===== src/rtl/pcxrle_pkg.sv =====
// ----------------------------------------------------------------------------
// pcxrle_pkg
// Shared types and constants of the PCX run-length palette expander.
// ----------------------------------------------------------------------------
package pcxrle_pkg;

  // register and field widths
  localparam int CFG_W     = 11;
  localparam int TEXEL_W   = 21;
  localparam int COLOR_W   = 8;
  localparam int RGB_W     = 3 * COLOR_W;
  localparam int BYTE_W    = 8;
  localparam int RUN_W     = 6;
  localparam int PAL_DEPTH = 256;
  localparam int PAL_AW    = $clog2(PAL_DEPTH);

  // a byte above this value is a run marker
  localparam logic [BYTE_W-1:0] RUN_MARK_ABOVE = 8'hBF;

  // queue between front and back
  localparam int QUEUE_DEPTH = 4;

  // register indexes (paddr bit 2)
  localparam logic REG_WIDTH_IDX  = 1'b0;
  localparam logic REG_HEIGHT_IDX = 1'b1;

  // request codes on the input channel
  typedef enum logic [1:0] {
    REQ_PALETTE = 2'd0,
    REQ_DATA    = 2'd1,
    REQ_RESTART = 2'd2
  } req_e;

  // work handed from front to back
  typedef enum logic [1:0] {
    JOB_PALETTE = 2'd0,
    JOB_PIXELS  = 2'd1,
    JOB_RESTART = 2'd2
  } job_e;

  typedef struct packed {
    job_e               kind;
    logic [BYTE_W-1:0]  index;   // pixel byte or palette slot
    logic [RUN_W-1:0]   count;   // pixels still to emit
    logic [RGB_W-1:0]   rgb;     // palette entry color
  } job_t;

endpackage


===== src/rtl/pcxrle_front.sv =====
// ----------------------------------------------------------------------------
// pcxrle_front
// Takes input words, tracks run markers and makes a job of each word with work.
// ----------------------------------------------------------------------------
module pcxrle_front
  import pcxrle_pkg::*;
(
  input  logic               clk_i,
  input  logic               rst_ni,
  input  logic               in_valid_i,
  output logic               in_stall_o,
  input  logic [1:0]         req_type_i,
  input  logic [BYTE_W-1:0]  data_byte_i,
  input  logic [PAL_AW-1:0]  palette_slot_i,
  input  logic [COLOR_W-1:0] entry_red_i,
  input  logic [COLOR_W-1:0] entry_green_i,
  input  logic [COLOR_W-1:0] entry_blue_i,
  input  logic               full_i,
  output logic               push_o,
  output job_t               job_o
);

  logic             run_pending_q, run_pending_d;
  logic [RUN_W-1:0] run_len_q, run_len_d;
  logic             accept;

  assign in_stall_o = full_i;
  assign accept     = in_valid_i && !full_i;

  // classify the accepted word
  always_comb begin
    run_pending_d = run_pending_q;
    run_len_d     = run_len_q;
    push_o        = 1'b0;
    job_o.kind    = JOB_PIXELS;
    job_o.index   = data_byte_i;
    job_o.count   = RUN_W'(1);
    job_o.rgb     = {entry_red_i, entry_green_i, entry_blue_i};
    if (accept) begin
      case (req_e'(req_type_i))
        REQ_PALETTE: begin
          push_o      = 1'b1;
          job_o.kind  = JOB_PALETTE;
          job_o.index = palette_slot_i;
        end
        REQ_RESTART: begin
          push_o        = 1'b1;
          job_o.kind    = JOB_RESTART;
          run_pending_d = 1'b0;
          run_len_d     = '0;
        end
        REQ_DATA: begin
          if (run_pending_q) begin
            // byte repeated by the pending marker, empty runs vanish
            run_pending_d = 1'b0;
            run_len_d     = '0;
            push_o        = (run_len_q != '0);
            job_o.count   = run_len_q;
          end else if (data_byte_i > RUN_MARK_ABOVE) begin
            run_pending_d = 1'b1;
            run_len_d     = data_byte_i[RUN_W-1:0];
          end else begin
            push_o = 1'b1;
          end
        end
        default: begin
          // reserved code is ignored
        end
      endcase
    end
  end

  // run marker state
  always_ff @(posedge clk_i or negedge rst_ni) begin
    if (!rst_ni) begin
      run_pending_q <= 1'b0;
      run_len_q     <= '0;
    end else begin
      run_pending_q <= run_pending_d;
      run_len_q     <= run_len_d;
    end
  end

endmodule


===== config.mk =====
export PLATFORM = sky130hd
export DESIGN_NAME = pcxrle_front
export DESIGN_NICKNAME = d
export VERILOG_FILES = /design/src/rtl/pcxrle_pkg.sv /design/src/rtl/pcxrle_front.sv
export SDC_FILE = /design/constraint.sdc
export NUM_CORES = 1
export LEC_CHECK = 0
export ABC_AREA = 1
export BUFFER_PORTS_ARGS = -buffer_cell sky130_fd_sc_hd__clkbuf_2
export CAP_MARGIN = 0
export CORE_ASPECT_RATIO = 1.5
export CORE_MARGIN = 1.5
export CORE_UTILIZATION = 36
export CTS_BUF_LIST = sky130_fd_sc_hd__clkbuf_8
export DETAILED_ROUTE_END_ITERATION = 10
export GPL_ROUTABILITY_DRIVEN = 0
export PLACE_DENSITY_LB_ADDON = 0.05
export SLEW_MARGIN = 25
export SYNTH_ARGS = -nofsm -noshare
export SYNTH_HDL_FRONTEND = slang
export SYNTH_SLANG_ARGS = --single-unit

===== constraint.sdc =====
create_clock -name clk_i -period 1 [get_ports clk_i]
set_input_delay 0.05 -clock clk_i [delete_from_list [all_inputs] [get_ports clk_i]]
set_output_delay 0.05 -clock clk_i [all_outputs]
set_load 0.01 [all_outputs]

==> results.json <==
{
  "outcome": "finished, violations left",
  "violations": "negative setup slack",
  "relSlewSlack_pct": 84.9,
  "synth_top_family_by_area": "simple AND/OR/NAND/NOR gates",
  "place_area_um2": 925,
  "ir_worst_vdd_mv": 0.363,
  "clk_latency_ns": 0.23,
  "pre_cts_ws_ns": -0.0854,
  "cts_buffers": 3,
  "skew_ns": 0.00131,
  "fp.coreArea_mm2": 0.00221,
  "ys_seq_area_share_pct": 21.1,
  "final_cell_area_mm2": 0.00105,
  "drive_gt1_share_pct": 48.4,
  "drc": 0,
  "synth_cells": 127,
  "antenna_found_initial": 0,
  "hp-class": "input port to flip-flop",
  "rows": 21,
  "cp.arrival_ns": 1.14,
  "cts_tree": "built",
  "critical_path_required_ns": 0.95,
  "cts_max_level": 1,
  "start_util_pct": 37.6,
  "die-height_um": 61.8,
  "clk_pin_slew_ns": 0.04,
  "drt.antenna.violating_nets": 0,
  "worst_slew_pin_slew_ns": 0.226,
  "clockBufferDepth": 2,
  "grt-ovfl-total": 0,
  "area_growth_pct": 26.8,
  "synth_fp_nets": 178,
  "yosys.area_share.adder_pct": 7.54,
  "syn_area_um2": 830,
  "drt_pass1_iterations": 4,
  "initialDrtViolationCount": 21,
  "rsz0062_at_grt": "yes",
  "yosys.area_share.simple_pct": 39.2,
  "ys_seq_elements": 7,
  "clkSinkCount": 7,
  "synth_cell_types": 20,
  "setup_ws_ns": -0.189,
  "yosysWarnings": 0,
  "setup_violations": 12,
  "wl_per_cell_um": 11.5,
  "post-route-period-util_pct": 119,
  "grt_pass1_wl_um": 3430,
  "hpwl_um": 1650,
  "cp-start-kind": "flip-flop",
  "crit_path_max_fanout": 5,
  "hold_violations": 0,
  "vias": 869,
  "pin_count": 88,
  "endpoint_kind": "output port",
  "synth_area_per_cell_um2": 6.53,
  "maxSlewViolCount": 0,
  "leakage_nw": 0.596,
  "tns_ns": -1.19,
  "synthMuxAreaShare_pct": 0,
  "grt_pass1_vias": 793,
  "io_buffers": 39,
  "timing.fmax_mhz": 841,
  "track_usage_pct": 17.7,
  "die_w_um": 42.2,
  "routed_wl_um": 2080,
  "dieArea_mm2": 0.00261,
  "synth_compound_area_share_pct": 3.47,
  "cap_violations": 0,
  "post-route-min-period_ns": 1.19,
  "grt_max_degree": 9,
  "yosys.area_share.xor_xnor_pct": 0,
  "via_per_inst": 4.83,
  "n_antenna_cell": 0,
  "final_nets": 209,
  "critPathKind": "flip-flop to output port",
  "cts-root-buf": "clkbuf_8",
  "p_per_area_mw_per_mm2": 996
}
-- synthesized netlist by cell type --
| cell type | number | area share [%] |
|---|---|---|
| a21oi_2 | 1 | 1.1 |
| and3_1 | 1 | 0.75 |
| buf_2 | 1 | 0.60 |
| buf_4 | 25 | 23 |
| clkbuf_1 | 1 | 0.45 |
| dfrtp_1 | 7 | 21 |
| ha_1 | 5 | 7.5 |
| inv_1 | 9 | 4.1 |
| inv_2 | 2 | 0.91 |
| nand2_1 | 44 | 20 |
| nand2_2 | 1 | 0.75 |
| nand2_4 | 1 | 1.4 |
| nand3_1 | 8 | 4.8 |
| nand4_1 | 1 | 0.75 |
| nor2_1 | 8 | 3.6 |
| nor2_4 | 3 | 4.1 |
| nor3_1 | 4 | 2.4 |
| o21ai_0 | 1 | 0.60 |
| o21ai_1 | 3 | 1.8 |
| or2_0 | 1 | 0.75 |
-- area by class of cell --
type,instances,area (um2)
clock buffers,3,41.3
clock inverters,1,3.75
fillers,242,1150
inverters,11,41.3
multi-input cells,83,458
flip-flops and latches,7,176
well taps,23,28.8
repair buffers,52,303
-- placed cells by master (no fill, tap or decap) --
cell type      netlist  final
o21ai_0              1      1
ha_2                 0      1
or2_0                1      1
nor2_2               0      1
ha_1                 5      4
nor3_2               0      1
nand3_1              8      8
buf_6                0      2
a21oi_2              1      1
dfrtp_1              7      6
nand2_1             44     40
dlygate4sd3_1        0      1
dfrtp_2              0      1
o21ai_1              3      3
nand2_4              1      3
nand4_1              1      1
buf_2                1      3
inv_1                9      6
clkbuf_2             0     36
clkbuf_8             0      3
inv_2                2      6
nor2_4               3      3
buf_4               25     10
nor3_1               4      3
nand2_2              1      4
and3_4               0      1
nor2_1               8      7
-- flip-flops by register name, summed over array words and instances, names as in the netlist --
| name | cells |
|---|---|
| run_len_q | 6 |
| run_pending_q | 1 |
-- where the power goes --
part / total, mW / switching, mW / internal [mW]
registers: 0.334 / 0.0235 / 0.310
clock network: 0.397 / 0.131 / 0.266
logic: 0.317 / 0.170 / 0.147
-- cells by family (layout without fill, tap and decap cells) --
| family | Yosys count | in the layout |
|---|---|---|
| buf+inv | 38 | 67 |
| flops | 7 | 7 |
| compound gates | 5 | 5 |
| simple gates | 72 | 73 |
| fa+ha+maj | 5 | 5 |
-- stage by stage --
step	power (mW)	cells	utilization, %	hold slack [ns]
final	1.05	180	47.7	0.0339
after global routing	1.12	180	47.7	0.0562
after CTS	1.06	180	47.5	0.0280
after detailed placement	0.617	171	41.9	-0.107
after global placement	0.616	171	41.9	-0.104
after floorplan	0.578	127	-	-0.246
-- metal layers --
layer	track usage, %	share of wire, %	vias to the layer above
met5	0	0	-
met4	16.5	6.5	0
met3	3.76	9.2	14
met2	30.1	48	61
met1	18.3	36	367
li1	-	-	427
-- timing repair --
item | 4_1_cts | 5_1_grt
buffers inserted | 3 | 1
pin swaps | 4 | 5
endpoints found under the setup margin | 22 | 23
gates cloned | 1 | 0
hold buffers | 1 | 0
endpoints found under the hold margin | 7 | 0
resized for setup | 11 | 10
-- critical path: stages (launching register included) --
cell and delay (ns):
dfrtp_2 0.44, nand2_1 0.08, nor2_1 0.05, nand2_1 0.05
nand2_1 0.06, a21oi_2 0.11, clkbuf_2 0.13
-- final timing paths --
check	startpoint	endpoint	slack (ns)	cells past startpoint
min reg2reg	run_len_q[5]	run_len_q[5]	0.48	2
min in group asynchronous	rst_ni	run_len_q[0]	0.19	2
max reg2reg	run_pending_q	run_len_q[0]	-0.09	6
max	run_pending_q	push_o	-0.19	6
min	data_byte_i[5]	run_len_q[5]	0.03	3
max in group asynchronous	rst_ni	run_pending_q	0.64	2
Note: power is estimated with default switching activity, not from simulation.
