### config.mk
export PLATFORM = sky130hd
export DESIGN_NAME = pcxrle_fifo
export DESIGN_NICKNAME = d
export VERILOG_FILES = /design/src/rtl/pcxrle_pkg.sv /design/src/rtl/pcxrle_fifo.sv
export SDC_FILE = /design/constraint.sdc
export NUM_CORES = 1
export LEC_CHECK = 0
export BUFFER_PORTS_ARGS = -buffer_cell sky130_fd_sc_hd__buf_4
export CORE_ASPECT_RATIO = 0.75
export CORE_MARGIN = 4
export CORE_UTILIZATION = 25
export DETAILED_ROUTE_END_ITERATION = 7
export PLACE_DENSITY_LB_ADDON = 0.05
export SYNTH_ARGS = -nofsm -noshare
export SYNTH_HDL_FRONTEND = slang
export SYNTH_SLANG_ARGS = --single-unit
### constraint.sdc
create_clock -name clk_i -period 5.3 [get_ports clk_i]
set_clock_uncertainty 0.2 [all_clocks]
set_input_delay 0.265 -clock clk_i [delete_from_list [all_inputs] [get_ports clk_i]]
set_output_delay 0.265 -clock clk_i [all_outputs]
set_load 0.03 [all_outputs]
### src/rtl/pcxrle_pkg.sv
// ----------------------------------------------------------------------------
// pcxrle_pkg
// Shared types and constants of the PCX run-length palette expander.
// ----------------------------------------------------------------------------
package pcxrle_pkg;

  // register and field widths
  localparam int CFG_W     = 11;
  localparam int TEXEL_W   = 21;
  localparam int COLOR_W   = 8;
  localparam int RGB_W     = 3 * COLOR_W;
  localparam int BYTE_W    = 8;
  localparam int RUN_W     = 6;
  localparam int PAL_DEPTH = 256;
  localparam int PAL_AW    = $clog2(PAL_DEPTH);

  // a byte above this value is a run marker
  localparam logic [BYTE_W-1:0] RUN_MARK_ABOVE = 8'hBF;

  // queue between front and back
  localparam int QUEUE_DEPTH = 4;

  // register indexes (paddr bit 2)
  localparam logic REG_WIDTH_IDX  = 1'b0;
  localparam logic REG_HEIGHT_IDX = 1'b1;

  // request codes on the input channel
  typedef enum logic [1:0] {
    REQ_PALETTE = 2'd0,
    REQ_DATA    = 2'd1,
    REQ_RESTART = 2'd2
  } req_e;

  // work handed from front to back
  typedef enum logic [1:0] {
    JOB_PALETTE = 2'd0,
    JOB_PIXELS  = 2'd1,
    JOB_RESTART = 2'd2
  } job_e;

  typedef struct packed {
    job_e               kind;
    logic [BYTE_W-1:0]  index;   // pixel byte or palette slot
    logic [RUN_W-1:0]   count;   // pixels still to emit
    logic [RGB_W-1:0]   rgb;     // palette entry color
  } job_t;

endpackage

### src/rtl/pcxrle_fifo.sv
// ----------------------------------------------------------------------------
// pcxrle_fifo
// Short job queue that decouples the front from the back.
// ----------------------------------------------------------------------------
module pcxrle_fifo
  import pcxrle_pkg::*;
(
  input  logic clk_i,
  input  logic rst_ni,
  input  logic push_i,
  input  job_t job_i,
  input  logic pop_i,
  output job_t job_o,
  output logic empty_o,
  output logic full_o
);

  localparam int PTR_W = $clog2(QUEUE_DEPTH);

  job_t             slot_q [QUEUE_DEPTH];
  logic [PTR_W-1:0] wr_ptr_q, rd_ptr_q;
  logic [PTR_W:0]   count_q;

  assign empty_o = (count_q == '0);
  assign full_o  = (count_q == (PTR_W+1)'(QUEUE_DEPTH));
  assign job_o   = slot_q[rd_ptr_q];

  // storage
  always_ff @(posedge clk_i) begin
    if (push_i) begin
      slot_q[wr_ptr_q] <= job_i;
    end
  end

  // pointers and fill level
  always_ff @(posedge clk_i or negedge rst_ni) begin
    if (!rst_ni) begin
      wr_ptr_q <= '0;
      rd_ptr_q <= '0;
      count_q  <= '0;
    end else begin
      if (push_i) begin
        wr_ptr_q <= wr_ptr_q + PTR_W'(1);
      end
      if (pop_i) begin
        rd_ptr_q <= rd_ptr_q + PTR_W'(1);
      end
      if (push_i && !pop_i) begin
        count_q <= count_q + (PTR_W+1)'(1);
      end else if (pop_i && !push_i) begin
        count_q <= count_q - (PTR_W+1)'(1);
      end
    end
  end

endmodule

==> results of run 1 <==
[power by group]
part | switching (W) | internal [W]
logic | 0.000859 | 0.000659
clock network | 0.000510 | 0.000806
registers | 0.000194 | 0.00173
[final cells by class]
class                           count  share of cell area (%)
Sequential cell                   167                    60.2
Timing Repair Buffer              134                    13.5
Multi-Input combinational cell     63                    13.5
Clock buffer                       18                    5.30
Tap cell                          331                    5.00
Clock inverter                     14                    2.37
Inverter                            4                   0.181
[cell usage after synthesis]
library cell | number | area (um^2)
buf_2 | 4 | 20.0
xnor2_1 | 2 | 17.5
ha_1 | 5 | 62.6
nand2_1 | 2 | 7.51
xor2_1 | 4 | 35.0
nor3_1 | 1 | 5.00
inv_1 | 4 | 15.0
buf_6 | 1 | 11.3
nor2_1 | 1 | 3.75
edfxtp_1 | 160 | 4800
o21ai_0 | 1 | 5.00
fa_1 | 1 | 20.0
buf_12 | 4 | 80.1
and2_1 | 4 | 25.0
mux4_2 | 38 | 856
dfrtp_1 | 7 | 175
clkbuf_1 | 1 | 3.75
nor3b_1 | 1 | 7.51
mux4_1 | 2 | 52.6
mux2_2 | 1 | 11.3
[registers in the layout, indices dropped and copies added, names as in the netlist]
signal	flops
wr_ptr_q	2
slot_q	160
rd_ptr_q	2
count_q	3
[metrics by stage]
stage | utilization (%) | total power [W] | hold WS (ns) | setup slack [ns]
floorplan | - | 0.00297 | -0.231 | 3.12
global placement | 29.7 | 0.00350 | -0.112 | 2.88
detailed placement | 29.7 | 0.00351 | -0.110 | 2.87
CTS | 34.2 | 0.00488 | 0.294 | 2.38
global route | 34.2 | 0.00503 | 0.316 | 2.30
finish | 34.2 | 0.00476 | 0.295 | 2.50
[worst max-delay path, stage by stage (launching register included)]
cell     delay [ns]
dfrtp_4        1.04
mux4_2         0.65
buf_4          0.20
[path summary, 6_finish.rpt]
kind | endpoint | slack (ns)
min in group asynchronous | count_q[2] | 0.60
worst max register to register | slot_q[1][22] | 3.06
max in group asynchronous | rd_ptr_q[0] | 4.01
worst max-delay path | job_o[39] | 2.50
worst min-delay path | count_q[2] | 0.29
worst min register to register | count_q[2] | 0.29
[kinds of logic after synthesis]
group           Yosys count  synth area share (%)
simple gates              9                 0.785
flops                   167                  80.1
xor+xnor                  6                 0.845
compound gates            1                0.0804
buf+inv                  14                  2.09
fa+ha+maj                 6                  1.33
mux                      41                  14.8
[layer usage]
metal / global-route usage [%] / wire [um]
met1: 12.7 / 5860
met2: 16.3 / 6300
met3: 3.96 / 786
met4: 2.97 / 113
met5: 0 / 0
==> out/qor.yml, run 1 <==
status: "completed"
gp_congestion: 0.639
vias: 2888
slew_headroom_pct: 39.0
grt_max_degree: 43
layout_common_cells: "edfxtp_1 (160), buf_4 (90), dlygate4sd3_1 (44)"
grt_pass1_wl_um: 19800
die_y_um: 145
tritoncts: "built"
r2r_start: "wr_ptr_q[1]"
slew_viol_final: 0
clock_path_buffers: 2
htreeDepth: 4
dr.first_iter.drc_count: 58
wl_um: 13100
critPathLaunch: "rd_ptr_q[0]"
ios: 86
cts_num_sinks: 167
tightest_slew_ns: 0.915
reg2reg_depth: 4
crit_type: "flop to output pin"
rsz0062_at_grt: "no"
rows: 49
nFillCells: 2289
hold_depth: 1
drt_pre_antenna_iters: 4
overflow: 0
finalSetupViolations: 0
path_clk_slew_ns: 0.07
antenna_left: 0
via_per_inst: 3.95
drive_gt1_share_pct: 41.8
cts_root_buf: "clkbuf_16"
core-area_um2: 24200
synthesis.area_um2: 6220
post_cts_resize_count: 0
dp.cells: 655
critPathCaptureType: "output pin"
avgSynthCellArea_um2: 25.5
synth_warnings: 0
irDropWorstVdd_mv: 0.235
final_nets: 437
yosysSeqAreaShare_pct: 80.1
cp-start-kind: "flop"
hold_viol: 0
worstSkewPairLatency_ns: 0.42
post_cts_buffers: 0
place_area_um2: 7200
leakage_nw: 2.85
worstPathArrival_ns: 2.33
area_growth_syn_to_layout_pct: 33.1
synth-seq-cells: 167
period_share_pct: 52.8
max_freq_mhz: 357
synthesis.nets: 294
maxCapViolations: 0
hold_class: "flop to flop"
start_util_pct: 25.7
die_w_um: 190
critPathRequiredTime_ns: 4.84
grt_antenna_before_repair: 0
min_from: "count_q[2]"
critPathMaxFanout: 42
multiInputGateArea_um2: 1110
holdBufCountCts: 44
grt_pass1_vias: 3192
numPortBuffers: 85
wl_per_cell_um: 17.9
ff_latch_area_um2: 4980
hpwl_um: 7650
gr-usage-all-layers_pct: 10.1
die_area_um2: 27500
powerDensity_nw_per_um2: 575
antenna_cells: 0
design_area_um2: 8280
drc: 0
final_common_cell: "edfxtp_1"
syn-instance-count: 244
instances_no_fill: 731
layout_min_cycle_time_ns: 2.80
cts_made_buffers: 17
tns_ns: 0
yosysUniqueCellTypes: 20
No activity file was read; power rests on OpenSTA's default activity.
==> run 2, diff against run 1 <==
clock period = 2.6 ns   (was 5.3 ns; I/O delays follow)
==> out/qor.yml, run 2 (synthesis gave the netlist of run 1 again) <==
status: "completed"
ios: 86
htreeDepth: 4
slew_headroom_pct: 66.9
reg2reg_depth: 4
hold_class: "input port to flop"
crit_top_cell: "buf_4"
rows: 49
numPortBuffers: 85
cts_num_sinks: 167
crit_type: "flop to output pin"
timing.rr.end: "slot_q[0][19]"
fin_ws_ns: 0.375
wl_per_cell_um: 18.0
hpwl_um: 8010
drc: 0
final_common_cell: "edfxtp_1"
post_cts_resize_count: 0
wl_um: 13400
p_int_w: 0.00669
r2r_slack_ns: 0.73
crit_chain: "buf_4 -> mux4_2 -> buf_4"
layout_common_cells: "edfxtp_1 (160), buf_4 (97), dlygate4sd3_1 (44)"
min_from: "job_i[7]"
seq_power_share_pct: 37.3
rsz0062_at_grt: "no"
grt_pass1_vias: 3306
slew_viol_final: 0
via_per_inst: 4.00
overflow: 0
vias: 2961
maxCapViolations: 0
hold_viol: 0
reg_top3: "slot_q (160), count_q (3)"
period_share_pct: 85.6
power_frac_comb_pct: 35.5
drt_pre_antenna_iters: 4
critical_path.max_stage_delay_ns: 0.57
power.switching_w: 0.00319
cp-start-kind: "flop"
layout_min_cycle_time_ns: 2.23
tns_ns: 0
dr.first_iter.drc_count: 200
worstSkewPairLatency_ns: 0.42
critPathMaxFanout: 8
grt_antenna_before_repair: 0
r2r_start: "wr_ptr_q[0]"
critPathCaptureType: "output pin"
grt_pass1_wl_um: 20200
cts_made_buffers: 17
max_freq_mhz: 449
path_delay_family: "multiplexers"
largest_register: "slot_q"
gp_congestion: 0.637
place_ws_ns: 0.473
hold_end: "slot_q[3][7]"
die_area_um2: 27500
path_buf_inv: 2
finalSetupViolations: 0
clock_power_share_pct: 27.2
start_util_pct: 25.7
leakage_nw: 2.91
gr-usage-all-layers_pct: 10.3
grt_max_degree: 27
critPathRequiredTime_ns: 2.27
die_w_um: 190
antenna_left: 0
hold_depth: 2
antenna_cells: 0
p_sw_share_pct: 32.3
powerDensity_nw_per_um2: 1180
critPathLaunch: "rd_ptr_q[0]"
largest_reg_flops: 160
drive_gt1_share_pct: 42.7
area_growth_syn_to_layout_pct: 35.1
worstPathArrival_ns: 1.90
final_nets: 447
tightest_slew_ns: 0.496
tritoncts: "built"
path_clk_slew_ns: 0.06
cts_root_buf: "clkbuf_16"
die_y_um: 145
irDropWorstVdd_mv: 0.608
slowest_stage: "mux4_2"
core-area_um2: 24200
clock_path_buffers: 2
-- run 2: layout make-up --
type | count | area [um^2]
repair buffers | 144 | 1230
flip-flops and latches | 167 | 4980
well taps | 331 | 414
clock buffers | 21 | 470
fillers | 2298 | 15800
inverters | 4 | 15.0
multi-input cells | 63 | 1110
clock inverters | 11 | 171
-- run 2: worst max path at each step --
stage,endpoint,cells past startpoint
2_1_floorplan,slot_q[2][0],3
3_3_place_gp,job_o[35],3
3_5_place_dp,job_o[35],3
4_1_cts,job_o[13],3
5_1_grt,job_o[35],3
6_report,job_o[24],3
-- run 2: layer usage --
| metal | vias to the layer above | part of all wire, % | track usage [%] |
|---|---|---|---|
| li1 | 1326 | - | - |
| met1 | 1562 | 47 | 13.6 |
| met2 | 62 | 48 | 16.1 |
| met3 | 11 | 4.4 | 3.43 |
| met4 | 0 | 0.91 | 3.20 |
| met5 | - | 0 | 0 |
-- run 2: through the flow --
stage               instance area (um^2)  cells  hold WS (ns)  utilization [%]  power (W)
floorplan                           6220    244        -0.366                -    0.00605
global placement                    7290    662        -0.241             30.1    0.00728
detailed placement                  7290    662        -0.241             30.1    0.00727
CTS                                 8400    741         0.227             34.7     0.0101
global route                        8400    741         0.243             34.7     0.0104
finish                              8400    741         0.255             34.7    0.00987
-- run 2: power by group through the flow --
stage	sequential, W	clock (W)	combinational (W)
finish	0.00369	0.00269	0.00350
global route	0.00373	0.00290	0.00377
CTS	0.00370	0.00278	0.00363
detailed placement	0.00383	0	0.00344
global placement	0.00383	0	0.00345
floorplan	0.00369	0	0.00236
-- run 2: what timing repair did --
item / CTS / global route
buffers inserted: 3 / 0
hold buffers: 44 / 0
hold endpoints to repair: 172 / 0
endpoints found under the setup margin: 1 / 0
